## src/rtl/core/irpdt_pkg.sv

```systemverilog
// ----------------------------------------------------------------------------
// irpdt_pkg
// Shared types and constants for the pulse-distance infrared transmitter.
// ----------------------------------------------------------------------------
package irpdt_pkg;

    localparam int unsigned CfgW      = 16;
    localparam int unsigned CfgIdxW   = 3;
    localparam int unsigned FrameBits = 32;
    localparam int unsigned BitIdxW   = 6;

    localparam logic [CfgW-1:0] CustomCodeRst = 16'hff00;
    localparam logic [CfgW-1:0] StartLowRst   = 16'd16;
    localparam logic [CfgW-1:0] StartHighRst  = 16'd8;
    localparam logic [CfgW-1:0] ShortRst      = 16'd1;
    localparam logic [CfgW-1:0] LongRst       = 16'd3;

    typedef enum logic [CfgIdxW-1:0] {
        REG_CUSTOM_CODE = 3'd0,
        REG_START_LOW   = 3'd1,
        REG_START_HIGH  = 3'd2,
        REG_SHORT       = 3'd3,
        REG_LONG        = 3'd4
    } reg_idx_t;

    typedef enum logic [2:0] {
        PH_IDLE       = 3'd0,
        PH_START_LOW  = 3'd1,
        PH_START_HIGH = 3'd2,
        PH_MARK       = 3'd3,
        PH_SPACE      = 3'd4,
        PH_FINAL      = 3'd5
    } phase_t;

    typedef struct packed {
        logic [CfgW-1:0] custom_code;
        logic [CfgW-1:0] start_low_ticks;
        logic [CfgW-1:0] start_high_ticks;
        logic [CfgW-1:0] short_ticks;
        logic [CfgW-1:0] long_ticks;
    } cfg_t;

    // packed from the lowest bit up: ir_level, busy_res, rejected, frame_done
    typedef struct packed {
        logic frame_done;
        logic rejected;
        logic busy_res;
        logic ir_level;
    } result_t;

    // a zero length counts as one tick
    function automatic logic [CfgW-1:0] len_of(input logic [CfgW-1:0] v);
        return (v == '0) ? CfgW'(1) : v;
    endfunction

endpackage

```

## src/rtl/core/irpdt_engine.sv

```systemverilog
// ----------------------------------------------------------------------------
// irpdt_engine
// Frame sequencer: phase, tick counter, bit counter and shift word, one item
// per cycle with item_valid high, the result computed from the current state.
// ----------------------------------------------------------------------------
module irpdt_engine (
    input  logic                        clk,
    input  logic                        rst_n,
    input  logic                        item_valid,
    input  logic                        func,
    input  logic [15:0]                 key_code,
    input  irpdt_pkg::cfg_t             cfg,
    output irpdt_pkg::result_t          res
);
    import irpdt_pkg::*;

    phase_t              phase_reg, phase_next;
    logic [BitIdxW-1:0]  bit_index_reg, bit_index_next;
    logic [FrameBits-1:0] shift_reg, shift_next;
    logic [CfgW-1:0]     tick_left_reg, tick_left_next;
    logic                pin_reg, pin_next;
    logic                busy;
    logic [CfgW-1:0]     tick_dec;
    logic [BitIdxW-1:0]  bit_inc;
    logic                rej, done;

    assign busy     = (phase_reg != PH_IDLE);
    assign tick_dec = (tick_left_reg != '0) ? tick_left_reg - CfgW'(1) : '0;
    assign bit_inc  = bit_index_reg + BitIdxW'(1);

    always_comb
    begin
        phase_next     = phase_reg;
        bit_index_next = bit_index_reg;
        shift_next     = shift_reg;
        tick_left_next = tick_left_reg;
        pin_next       = pin_reg;
        rej            = 1'b0;
        done           = 1'b0;
        if (func)
        begin
            if (busy)
            begin
                rej = 1'b1;
            end
            else
            begin
                shift_next     = {key_code, cfg.custom_code};
                bit_index_next = '0;
                phase_next     = PH_START_LOW;
                tick_left_next = len_of(cfg.start_low_ticks);
                pin_next       = 1'b0;
            end
        end
        else if (!busy)
        begin
            phase_next = PH_IDLE;
            pin_next   = 1'b1;
        end
        else
        begin
            tick_left_next = tick_dec;
            if (tick_dec == '0)
            begin
                unique case (phase_reg)
                    PH_START_LOW:
                    begin
                        phase_next     = PH_START_HIGH;
                        pin_next       = 1'b1;
                        tick_left_next = len_of(cfg.start_high_ticks);
                    end
                    PH_START_HIGH:
                    begin
                        phase_next     = PH_MARK;
                        pin_next       = 1'b0;
                        tick_left_next = len_of(cfg.short_ticks);
                    end
                    PH_MARK:
                    begin
                        phase_next     = PH_SPACE;
                        pin_next       = 1'b1;
                        tick_left_next = shift_reg[0] ? len_of(cfg.long_ticks)
                                                      : len_of(cfg.short_ticks);
                    end
                    PH_SPACE:
                    begin
                        shift_next     = {1'b0, shift_reg[FrameBits-1:1]};
                        bit_index_next = bit_inc;
                        pin_next       = 1'b0;
                        tick_left_next = len_of(cfg.short_ticks);
                        phase_next     = (bit_inc >= BitIdxW'(FrameBits)) ? PH_FINAL
                                                                          : PH_MARK;
                    end
                    default:
                    begin
                        phase_next     = PH_IDLE;
                        pin_next       = 1'b1;
                        bit_index_next = '0;
                        tick_left_next = '0;
                        done           = 1'b1;
                    end
                endcase
            end
        end
    end

    always_comb
    begin
        res.ir_level   = pin_next;
        res.busy_res   = (phase_next != PH_IDLE);
        res.rejected   = rej;
        res.frame_done = done;
    end

    always_ff @(posedge clk or negedge rst_n)
    begin
        if (!rst_n)
        begin
            phase_reg     <= PH_IDLE;
            bit_index_reg <= '0;
            shift_reg     <= '0;
            tick_left_reg <= '0;
            pin_reg       <= 1'b1;
        end
        else if (item_valid)
        begin
            phase_reg     <= phase_next;
            bit_index_reg <= bit_index_next;
            shift_reg     <= shift_next;
            tick_left_reg <= tick_left_next;
            pin_reg       <= pin_next;
        end
    end

endmodule

```

## src/rtl/core/ir_pulse_distance_transmitter.sv

```systemverilog
// ----------------------------------------------------------------------------
// ir_pulse_distance_transmitter
// Pulse-distance infrared frame transmitter driven by tick and send items.
// ----------------------------------------------------------------------------
// Usage:
//   Input items arrive on s_axis: tuser = 0 is one time tick, tuser = 1 is a
//   send command with the key code in tdata. A send while a frame is in
//   progress is dropped and flagged as rejected.
//   Every input item yields exactly one result item on m_axis, giving the pin
//   level, busy flag, rejected flag and frame-done flag after that item.
//   Results are registered in the output or, on a stall, the skid register;
//   one item per cycle is taken while s_axis_tready is high.
//   A two-entry result buffer (output register plus skid register) lets
//   s_axis_tready stay high while one result waits; it drops only when both
//   hold results the receiver has not taken.
//   Configuration registers are written through cfg_we / cfg_index /
//   cfg_wdata at any edge with cfg_we high; indexes beyond the list are
//   ignored. Lengths are in ticks, zero acting as one.
//   Reset returns the sequencer to idle with the pin high, empties the
//   result buffer and loads the register reset values.
// ----------------------------------------------------------------------------
module ir_pulse_distance_transmitter (
    input  logic                          clk,
    input  logic                          rst_n,
    input  logic                          s_axis_tvalid,
    output logic                          s_axis_tready,
    input  logic [15:0]                   s_axis_tdata,   // key_code
    input  logic                          s_axis_tuser,   // func
    output logic                          m_axis_tvalid,
    input  logic                          m_axis_tready,
    output logic [7:0]                    m_axis_tdata,   // ir_level, busy_res,
                                                          // rejected, frame_done, 4'b0
    input  logic                          cfg_we,
    input  logic [irpdt_pkg::CfgIdxW-1:0] cfg_index,
    input  logic [irpdt_pkg::CfgW-1:0]    cfg_wdata
);
    import irpdt_pkg::*;

    cfg_t    cfg_reg;
    result_t res;
    result_t out_reg, skid_reg;
    logic    out_valid_reg, skid_valid_reg;
    logic    accept;
    logic    out_free;

    assign s_axis_tready = !skid_valid_reg;
    assign accept        = s_axis_tvalid && s_axis_tready;
    assign out_free      = m_axis_tready || !out_valid_reg;
    assign m_axis_tvalid = out_valid_reg;
    assign m_axis_tdata  = {4'b0000, out_reg};

    always_ff @(posedge clk or negedge rst_n)
    begin
        if (!rst_n)
        begin
            cfg_reg.custom_code      <= CustomCodeRst;
            cfg_reg.start_low_ticks  <= StartLowRst;
            cfg_reg.start_high_ticks <= StartHighRst;
            cfg_reg.short_ticks      <= ShortRst;
            cfg_reg.long_ticks       <= LongRst;
        end
        else if (cfg_we)
        begin
            unique case (cfg_index)
                REG_CUSTOM_CODE: cfg_reg.custom_code      <= cfg_wdata;
                REG_START_LOW:   cfg_reg.start_low_ticks  <= cfg_wdata;
                REG_START_HIGH:  cfg_reg.start_high_ticks <= cfg_wdata;
                REG_SHORT:       cfg_reg.short_ticks      <= cfg_wdata;
                REG_LONG:        cfg_reg.long_ticks       <= cfg_wdata;
                default:         ;
            endcase
        end
    end

    irpdt_engine u_engine (
        .clk        (clk),
        .rst_n      (rst_n),
        .item_valid (accept),
        .func       (s_axis_tuser),
        .key_code   (s_axis_tdata),
        .cfg        (cfg_reg),
        .res        (res)
    );

    // hold a stalled result in the skid register, drain it first
    always_ff @(posedge clk or negedge rst_n)
    begin
        if (!rst_n)
        begin
            out_valid_reg  <= 1'b0;
            skid_valid_reg <= 1'b0;
        end
        else if (out_free)
        begin
            out_valid_reg  <= skid_valid_reg || accept;
            skid_valid_reg <= 1'b0;
        end
        else if (accept)
        begin
            skid_valid_reg <= 1'b1;
        end
    end

    always_ff @(posedge clk)
    begin
        if (out_free)
        begin
            out_reg <= skid_valid_reg ? skid_reg : res;
        end
        else if (accept)
        begin
            skid_reg <= res;
        end
    end

endmodule

```

## config.mk

```make
export PLATFORM = sky130hd
export DESIGN_NAME = ir_pulse_distance_transmitter
export DESIGN_NICKNAME = d
export VERILOG_FILES = /design/src/rtl/core/irpdt_pkg.sv /design/src/rtl/core/irpdt_engine.sv /design/src/rtl/core/ir_pulse_distance_transmitter.sv
export SDC_FILE = /design/constraint.sdc
export NUM_CORES = 1
export LEC_CHECK = 0
export BUFFER_PORTS_ARGS = -buffer_cell sky130_fd_sc_hd__buf_2
export CORE_ASPECT_RATIO = 0.5
export CORE_MARGIN = 8
export CORE_UTILIZATION = 30
export CTS_CLUSTER_SIZE = 10
export DETAILED_ROUTE_END_ITERATION = 7
export GPL_TIMING_DRIVEN = 0
export PLACE_DENSITY_LB_ADDON = 0.05
export SLEW_MARGIN = 20
export SYNTH_ARGS = -nofsm -noshare
export SYNTH_HDL_FRONTEND = slang
export SYNTH_HIERARCHICAL = 1
export SYNTH_SLANG_ARGS = --single-unit
export TNS_END_PERCENT = 10
```

## constraint.sdc

```tcl
create_clock -name clk -period 4.15 [get_ports clk]
set_clock_uncertainty 0.05 [all_clocks]
set_input_delay 0.2075 -clock clk [delete_from_list [all_inputs] [get_ports clk]]
set_output_delay 0.2075 -clock clk [all_outputs]
set_load 0.02 [all_outputs]
```

==> impl_results.md, run 1 <==
- Run status: finished clean
- Hold EP: cfg_reg[56]$_DFFE_PN0P_
- EDFF count, synth: 8
- CP arrival: 3.75 ns
- TritonCTS Buffers: 17
- Pre-Repair DR Iteration Count: 5
- Max FFs per register: 80
- Number of I/O port buffers: 46
- Max FO, Critical Path: 7
- Max Cap Viol: 0
- Compound-Gate Fraction of Synth Area: 16.8%
- Clk_lat worst skew: 0.44 ns
- Gr usage total: 15.7%
- Startpoint types: flip-flop
- Clock root buffer: clkbuf_16
- Comb pwr share: 17.3%
- Critical path, cell by cell: inv_1 > ha_1 > nor3b_2 > nand4_2 > a2111oi_2 > or2_1 > buf_2 > nand3_1 > o311ai_1
- Post-CTS sizing: 0
- H-tree Lvls: 4
- Share of the synthesized area in the top cell type: 40.8%
- Initial antenna violation count: 0
- Crit Path Category: reg2reg
- Mux contribution to synthesized area: 13.1%
- Mapped Cells: 710
- Yosys warnings: 6
- Synth Register Bits: 148
- Site Rows: 41
- Adder-cell share of the synthesized area: 0.647%
- CTS tree: built
- # setup viols final: 0
- Critical path's largest stage delay: 0.78 ns
- Die area: 31500 µm²
- Core Box Area: 25300 µm²
- Rel. slew slack: 44.3%
- Placer congestion estimate: 0.819
- Clock sinks: 148
- Sequential share of power: 45.8%
- RR Startpoint: u_engine/tick_left_reg[0]$_DFFE_PN0P_
- Register area share after synthesis: 48.6%
- Initial Utilization: 30.6%
- FFs w/ async S/R, synth: 94.6%
- Pins Over Slew Limit: 0
- Leak Pwr: 3.57 nW
- Post-layout nets: 826
- Chip Height: 130 µm
- Largest net degree at the start of global routing: 92
- Critical path capture point type: flip-flop
- Die width: 243 µm
- ANT nets after route: 0
- Post-DP HPWL: 18200 µm
- VDD IR max: 0.000219 V
- Unrepaired setup endpoints after global routing: no
- Primary FF master, synth: dfrtp_1
- Hold Violations, Final: 0
- Synth area leader: dfrtp_1
- # placed instances: 1104
- Worst reg2reg setup slack: 0.67 ns
- Hold depth: 2
- R2R cell count: 9
- Fmax: 0.288 GHz
- Hold_sp: cfg_wdata[8]
- Simple-gate share of the synthesized area: 14.5%
- DR WL/cell: 21.4 µm
- Layout area overhead: 17.0%
- NetSw: 1.27 mW
- Fin crit share: 83.8%
- First-pass GRT wire length: 37800 µm
- Most frequent cells in the layout: dfrtp_1 (126), mux2_2 (84), nand2_1 (57)
- XOR/XNOR share of the synthesized area: 1.36%
- Share of post-route cells with drive strength above 1: 27.8%
- Crit path required time: 4.42 ns
- Maximum root-to-sink buffer count: 2
- Worst Tran Pin Value: 0.829 ns
- P per Cell Area: 466 nW/µm²
- GRT overflow: 0
- Synth area leaders: dfrtp_1 (41%), mux2_2 (12%), dfstp_2 (4.8%)
- Type of the most critical hold path: in2reg
- DRT Wirelength: 24400 µm
- RR Endpoint: u_engine/tick_left_reg[10]$_DFFE_PN0P_
- Yosys cell types: 77
- Reg clk slew, reported paths: 0.07 ns
- Setup TNS Final: 0 ns
- Commonest non-fill, non-tap cell in the layout: dfrtp_1
- Via Count: 6136
- Drc violations: 0
- Clk pwr share: 36.9%
- Int Power: 2.95 mW
- Top-level I/O count: 51
- DRT iter0 DRCs: 537
- Main combinational cell family by area after synthesis: compound AO/OA/AOI/OAI gates
- Layout Cells excl Fill: 1139
- Vias in the first global route: 6129
- Average vias per placed instance: 5.39
- CP max stage cell: a2111oi_2
- Post-Syn Area: 7740 µm²
- Setup bufs post-CTS: 0
- Post-route minimum period: 3.48 ns
- Switching share of power: 30.1%
- Mean post-synth cell area: 10.9 µm²
[metal layers]
metal	global-route usage [%]	routed length (µm)	up-vias
met5	0	0	-
met3	3.53	1090	27
met4	4.67	339	0
met2	22.0	9900	168
li1	-	-	2837
met1	23.7	13000	3104
[area by class of cell]
cell class	count	area (µm²)
antenna	1	2.50
buffer	62	345
clock buffer	19	453
clock inverter	13	133
fill	2586	16200
inverter	11	41.3
multi-input combinational	492	3600
sequential	148	3760
tap	344	430
timing repair buffer	49	288
[worst max path at each step]
stage                                               start                                      to  cells past startpoint
detailed placement  u_engine/tick_left_reg[0]$_DFFE_PN0P_   u_engine/tick_left_reg[2]$_DFFE_PN0P_                      9
global route        u_engine/tick_left_reg[0]$_DFFE_PN0P_   u_engine/tick_left_reg[3]$_DFFE_PN0P_                      9
finish              u_engine/tick_left_reg[0]$_DFFE_PN0P_  u_engine/tick_left_reg[10]$_DFFE_PN0P_                      9
global placement                                    rst_n      u_engine/shift_reg[17]$_DFFE_PN0P_                      1
floorplan           u_engine/tick_left_reg[0]$_DFFE_PN0P_               m_axis_tdata[0]$_DFFE_PP_                     10
CTS                 u_engine/tick_left_reg[0]$_DFFE_PN0P_   u_engine/tick_left_reg[2]$_DFFE_PN0P_                      9
[critical path, delay by kind of cell, from the launching register on]
family                   cells  cell delay (ns)
buffers and inverters        2             0.35
AO/OA/AOI/OAI                2             1.16
flip-flops                   1             0.47
AND/OR/NAND/NOR              4             1.07
adder cells (fa/ha/maj)      1             0.25
[logic make-up after synthesis]
kind of cell               Yosys count
buffers and inverters               73
AOI/OAI and AO/OA                  173
xor gates and xnor gates            12
and+or+nand+nor                    209
muxes                               90
adders and majority gates            4
DFF                                148
other                                1
[cells in the mapped netlist, types with 7 or more instances]
cell and count:
dfrtp_1 126, mux2_2 84, nand2_1 57, nand3_1 48, a21oi_1 42, clkbuf_1 35
a221o_1 32, nor2_1 24, nor4_1 19, dfstp_2 14, nor3_1 13, o21ai_0 13
a31oi_1 10, inv_1 10, buf_2 9, buf_4 9, a222oi_1 8, edfxtp_1 8
nand4_1 7, xnor2_1 7
[power by group through the flow]
stage                     Clock, mW  Combinational (mW)  Sequential (mW)
final                          1.56               0.729             1.93
after global routing           1.67               0.800             1.97
after floorplan                   0               0.509             1.87
after detailed placement          0               0.728             1.96
after global placement            0               0.715             1.96
after CTS                      1.60               0.733             1.93
[metrics by stage]
| stage | area [µm²] | utilization [%] | power (mW) | setup WS (ns) | hold WS, ns |
|---|---|---|---|---|---|
| 3_5_place_dp | 8450 | 33.4 | 2.69 | 0.715 | 0.104 |
| 3_3_place_gp | 8410 | 33.3 | 2.67 | 0.530 | 0.408 |
| 6_report | 9050 | 35.8 | 4.22 | 0.674 | 0.0526 |
| 4_1_cts | 9050 | 35.8 | 4.27 | 0.694 | 0.0186 |
| 5_1_grt | 9050 | 35.8 | 4.43 | 0.500 | 0.0372 |
| 2_1_floorplan | 7750 | - | 2.37 | 1.43 | -0.138 |
[repair_timing]
action / in CTS / in global routing
setup endpoints to repair: 0 / 0
hold buffers: 2 / 0
hold endpoints to repair: 51 / 0
Note: power is estimated with default switching activity, not from simulation.
==> run 2: changes to the inputs <==
--- a/config.mk
+++ b/config.mk
@@ -5,6 +5,7 @@
 export SDC_FILE = /design/constraint.sdc
 export NUM_CORES = 1
 export LEC_CHECK = 0
+export ABC_AREA = 1
 export BUFFER_PORTS_ARGS = -buffer_cell sky130_fd_sc_hd__buf_2
 export CORE_ASPECT_RATIO = 0.5
 export CORE_MARGIN = 8
==> constraint.sdc (replaced) <==
create_clock -name clk -period 3.26 [get_ports clk]
set_clock_uncertainty 0.05 [all_clocks]
set_input_delay 0.163 -clock clk [delete_from_list [all_inputs] [get_ports clk]]
set_output_delay 0.163 -clock clk [all_outputs]
set_load 0.02 [all_outputs]
==> run 2 against run 1 <==
Net effect: design area rose by 7.9%; clock power grew 35%; die area grew 5.8%; flip-flop and latch count stayed put; global-route usage grew 2.0 points; count of clock-buffer cells in the layout rose by 3; first-iteration DRC count grew 60%; core utilization decreased by 0.068 points; area after synthesis grew 6.4%; combinational power rose to 3.0 times the previous value; critical path type unchanged; critical endpoint is now u_engine/tick_left_reg[8]$_DFFE_PN0P_.
==> impl_results.md, run 2 <==
- First-pass GRT wire length: 44800 µm (+18%)
- Post-layout nets: 1235 (+50%)
- Post-DP HPWL: 22100 µm (+22%)
- Die width: 250 µm (+2.9%)
- Drc violations: 0 (unchanged)
- GRT overflow: 0 (unchanged)
- CTS tree: built
- Largest net degree at the start of global routing: 52 (-43%)
- Gr usage total: 17.8% (+2.0 points)
- Site Rows: 43 (+4.9%)
- Worst Tran Pin Value: 0.734 ns (-0.0952 ns)
- Run status: finished clean
- FF+latch area: 3760 µm² (unchanged)
- Pre-CTS WS: -0.207 ns (-0.922 ns)
- Sequential share of power: 39.9% (-5.9 points)
- Primary FF master, synth: dfrtp_1
- Chip Height: 133 µm (+2.8%)
- Mapped Cells: 1105 (+56%)
- Layout area overhead: 18.6%
- Comb pwr share: 30.6% (+13 points)
- Number of I/O port buffers: 46 (unchanged)
- Total power: 7.17 mW (+70%)
- Synth Register Bits: 148 (unchanged)
- Area of the multi-input gates: 3890 µm² (+8.0%)
- # setup viols final: 0 (unchanged)
- ANT nets after route: 0 (unchanged)
- Unrepaired setup endpoints after global routing: no
- Max Cap Viol: 0 (unchanged)
- Fin crit share: 95.1% (+11 points)
- Post-Syn Area: 8230 µm² (+6.4%)
- Clock sinks: 148 (unchanged)
- Critical path capture point type: flip-flop
- Core Box Area: 27300 µm² (+8.1%)
- Hold Violations, Final: 0 (unchanged)
- TritonCTS Buffers: 17 (unchanged)
- Setup bufs post-CTS: 0 (unchanged)
- Yosys cell types: 35 (-55%)
- Setup TNS Final: 0 ns (unchanged)
- Switching share of power: 39.5% (+9.4 points)
- Maximum root-to-sink buffer count: 2 (unchanged)
- Placer congestion estimate: 0.839 (+2.5%)
- Register area share after synthesis: 45.7% (-2.9 points)
- Fmax: 0.323 GHz (+12%)
- Top-count cell post-synth: nand2_1
- DRT iter0 DRCs: 861 (+60%)
- DR WL/cell: 18.8 µm (-12%)
- Average vias per placed instance: 4.94 (-8.4%)
- Worst setup margin: 0.161 ns (-0.513 ns)
- Synth cell count leaders: nand2_1 (457), dfrtp_1 (126), nand3_1 (115), inv_1 (69), nor2_1 (54)
- Startpoint types: flip-flop
- Via Count: 7717 (+26%)
- Crit path required time: 3.54 ns (-0.88 ns)
- Clock root buffer: clkbuf_16
- Post-route minimum period: 3.10 ns (-0.377 ns)
- Die area: 33300 µm² (+5.8%)
- NetSw: 2.83 mW (+120%)
- H-tree Lvls: 4 (unchanged)
- Initial antenna violation count: 0 (unchanged)
- Share of post-route cells with drive strength above 1: 13.8% (-14 points)
- Clk_lat worst skew: 0.45 ns (about the same)
- Type of the most critical hold path: in2reg
- Pins Over Slew Limit: 0 (unchanged)
- Max FO, Critical Path: 10 (+3)
- Initial Utilization: 30.1% (-0.47 points)
- DRT Wirelength: 29400 µm (+21%)
- Vias in the first global route: 7004 (+14%)
- Yosys warnings: 6 (unchanged)
- VDD IR max: 0.000367 V (+67%)
- Worst reg2reg setup slack: 0.16 ns (-0.51 ns)
- Synth area leader: dfrtp_1
- P per Cell Area: 734 nW/µm² (+57%)
- Leak Pwr: 5.02 nW (+41%)
- # fillers: 2935 (+13%)
- EDFF count, synth: 8 (unchanged)
- Crit Path Category: reg2reg
- FFs w/ async S/R, synth: 94.6% (unchanged)
- Int Power: 4.34 mW (+47%)
- Max FFs per register: 80 (unchanged)
- Inserted Diodes: 0 (-1)
- Top-level I/O count: 51 (unchanged)
- Clk pwr share: 29.4% (-7.5 points)
- Most frequent cells in the layout: nand2_1 (457), dfrtp_1 (126), nand3_1 (114)
- Mean post-synth cell area: 7.45 µm² (-32%)
- Commonest non-fill, non-tap cell in the layout: nand2_1
- Rel. slew slack: 51.1% (+6.8 points)
- Pre-Repair DR Iteration Count: 5 (unchanged)
- Synth area leaders: dfrtp_1 (38%), nand2_1 (21%), nand3_1 (7.0%)
- Reg clk slew, reported paths: 0.06 ns (about the same)
- Share of the synthesized area in the top cell type: 38.3% (-2.5 points)
- CP arrival: 3.38 ns (-0.37 ns)
## run 2: changes by cell type in the layout (fill, tap and decap cells not counted), sizes merged, moves of 10 or more
cell         before  now
nand2            57  469
mux2             86    0
nand3            48  123
inv              11   80
nand4             8   53
nor2             25   67
a221o            32    0
dlygate4sd3       2   15
a21oi            42   31
o21ai            18   28
## run 2: repair_timing
action / in CTS / in global routing
hold buffers: 15 / 0
gates resized for setup: 0 / 5
endpoints found under the hold margin: 125 / 0
endpoints found under the setup margin: 0 / 22
## run 2: layer usage
layer	track usage (%)	share of wire, %	wire length, µm	vias to the layer above
met5	0	0	0	-
met4	3.73	0.90	265	0
met3	4.39	7.1	2080	18
met2	19.8	34	9950	223
met1	31.0	58	17100	3694
li1	-	-	-	3782
## run 2: per-stage QoR
| step | cells | util, % | hold WS, ns | cell area [µm²] |
|---|---|---|---|---|
| after floorplan | 1108 | - | -0.183 | 8240 |
| after global placement | 1514 | 32.7 | 0.339 | 8920 |
| after detailed placement | 1516 | 32.9 | 0.0241 | 8990 |
| after CTS | 1563 | 35.7 | 0.00226 | 9750 |
| after global routing | 1563 | 35.7 | 0.0266 | 9770 |
| final | 1563 | 35.7 | 0.0216 | 9770 |
## run 2: worst max-delay path, cell delays in order, from the launching register on
cell     delay [ns]
dfrtp_1        0.38
inv_1          0.19
ha_2           0.29
nand2_4        0.10
nor2_8         0.15
nand2_4        0.11
buf_6          0.18
nand3_1        0.19
nand2_1        0.08
nor2_1         0.34
nand3_4        0.20
buf_2          0.24
nand3_1        0.09
nand3_1        0.19
o21ai_0        0.13
inv_1          0.05
## run 2: cell families after synthesis
family | Yosys count | synth area share (%)
AO/OA/AOI/OAI | 84 | 5.99
XOR/XNOR | 5 | 0.532
adder cells (fa/ha/maj) | 4 | 0.608
buffers and inverters | 133 | 7.40
flip-flops | 148 | 45.7
other | 1 | 0.0455
AND/OR/NAND/NOR | 730 | 39.7
## run 2: worst paths after layout
kind / from / endpoint / depth (start not counted)
min in group asynchronous: rst_n / cfg_reg[15]$_DFFE_PN0P_ / 2
hold / removal: s_axis_tdata[8] / u_engine/shift_reg[24]$_DFFE_PN0P_ / 5
max in group asynchronous: rst_n / cfg_reg[52]$_DFFE_PN1P_ / 4
setup reg to reg: u_engine/tick_left_reg[0]$_DFFE_PN0P_ / u_engine/tick_left_reg[8]$_DFFE_PN0P_ / 15
hold reg to reg: cfg_reg[77]$_DFFE_PN1P_ / cfg_reg[77]$_DFFE_PN1P_ / 2
setup / recovery: u_engine/tick_left_reg[0]$_DFFE_PN0P_ / u_engine/tick_left_reg[8]$_DFFE_PN0P_ / 15
## run 2: final cells by class
| class | instances | share of cell area (%) |
|---|---|---|
| clock buffers | 22 | 4.75 |
| multi-input cells | 827 | 39.8 |
| repair buffers | 63 | 4.56 |
| plain buffers | 58 | 3.37 |
| flip-flops and latches | 148 | 38.5 |
| inverters | 75 | 2.88 |
| clock inverters | 10 | 1.50 |
| well taps | 360 | 4.61 |
## run 2: power by group through the flow
stage / clock (mW) / combinational (mW) / sequential (mW)
final: 2.11 / 2.19 / 2.86
after global placement: 0 / 2.13 / 2.89
after CTS: 2.16 / 2.17 / 2.85
after global routing: 2.23 / 2.48 / 2.93
after detailed placement: 0 / 2.14 / 2.88
after floorplan: 0 / 1.50 / 2.70
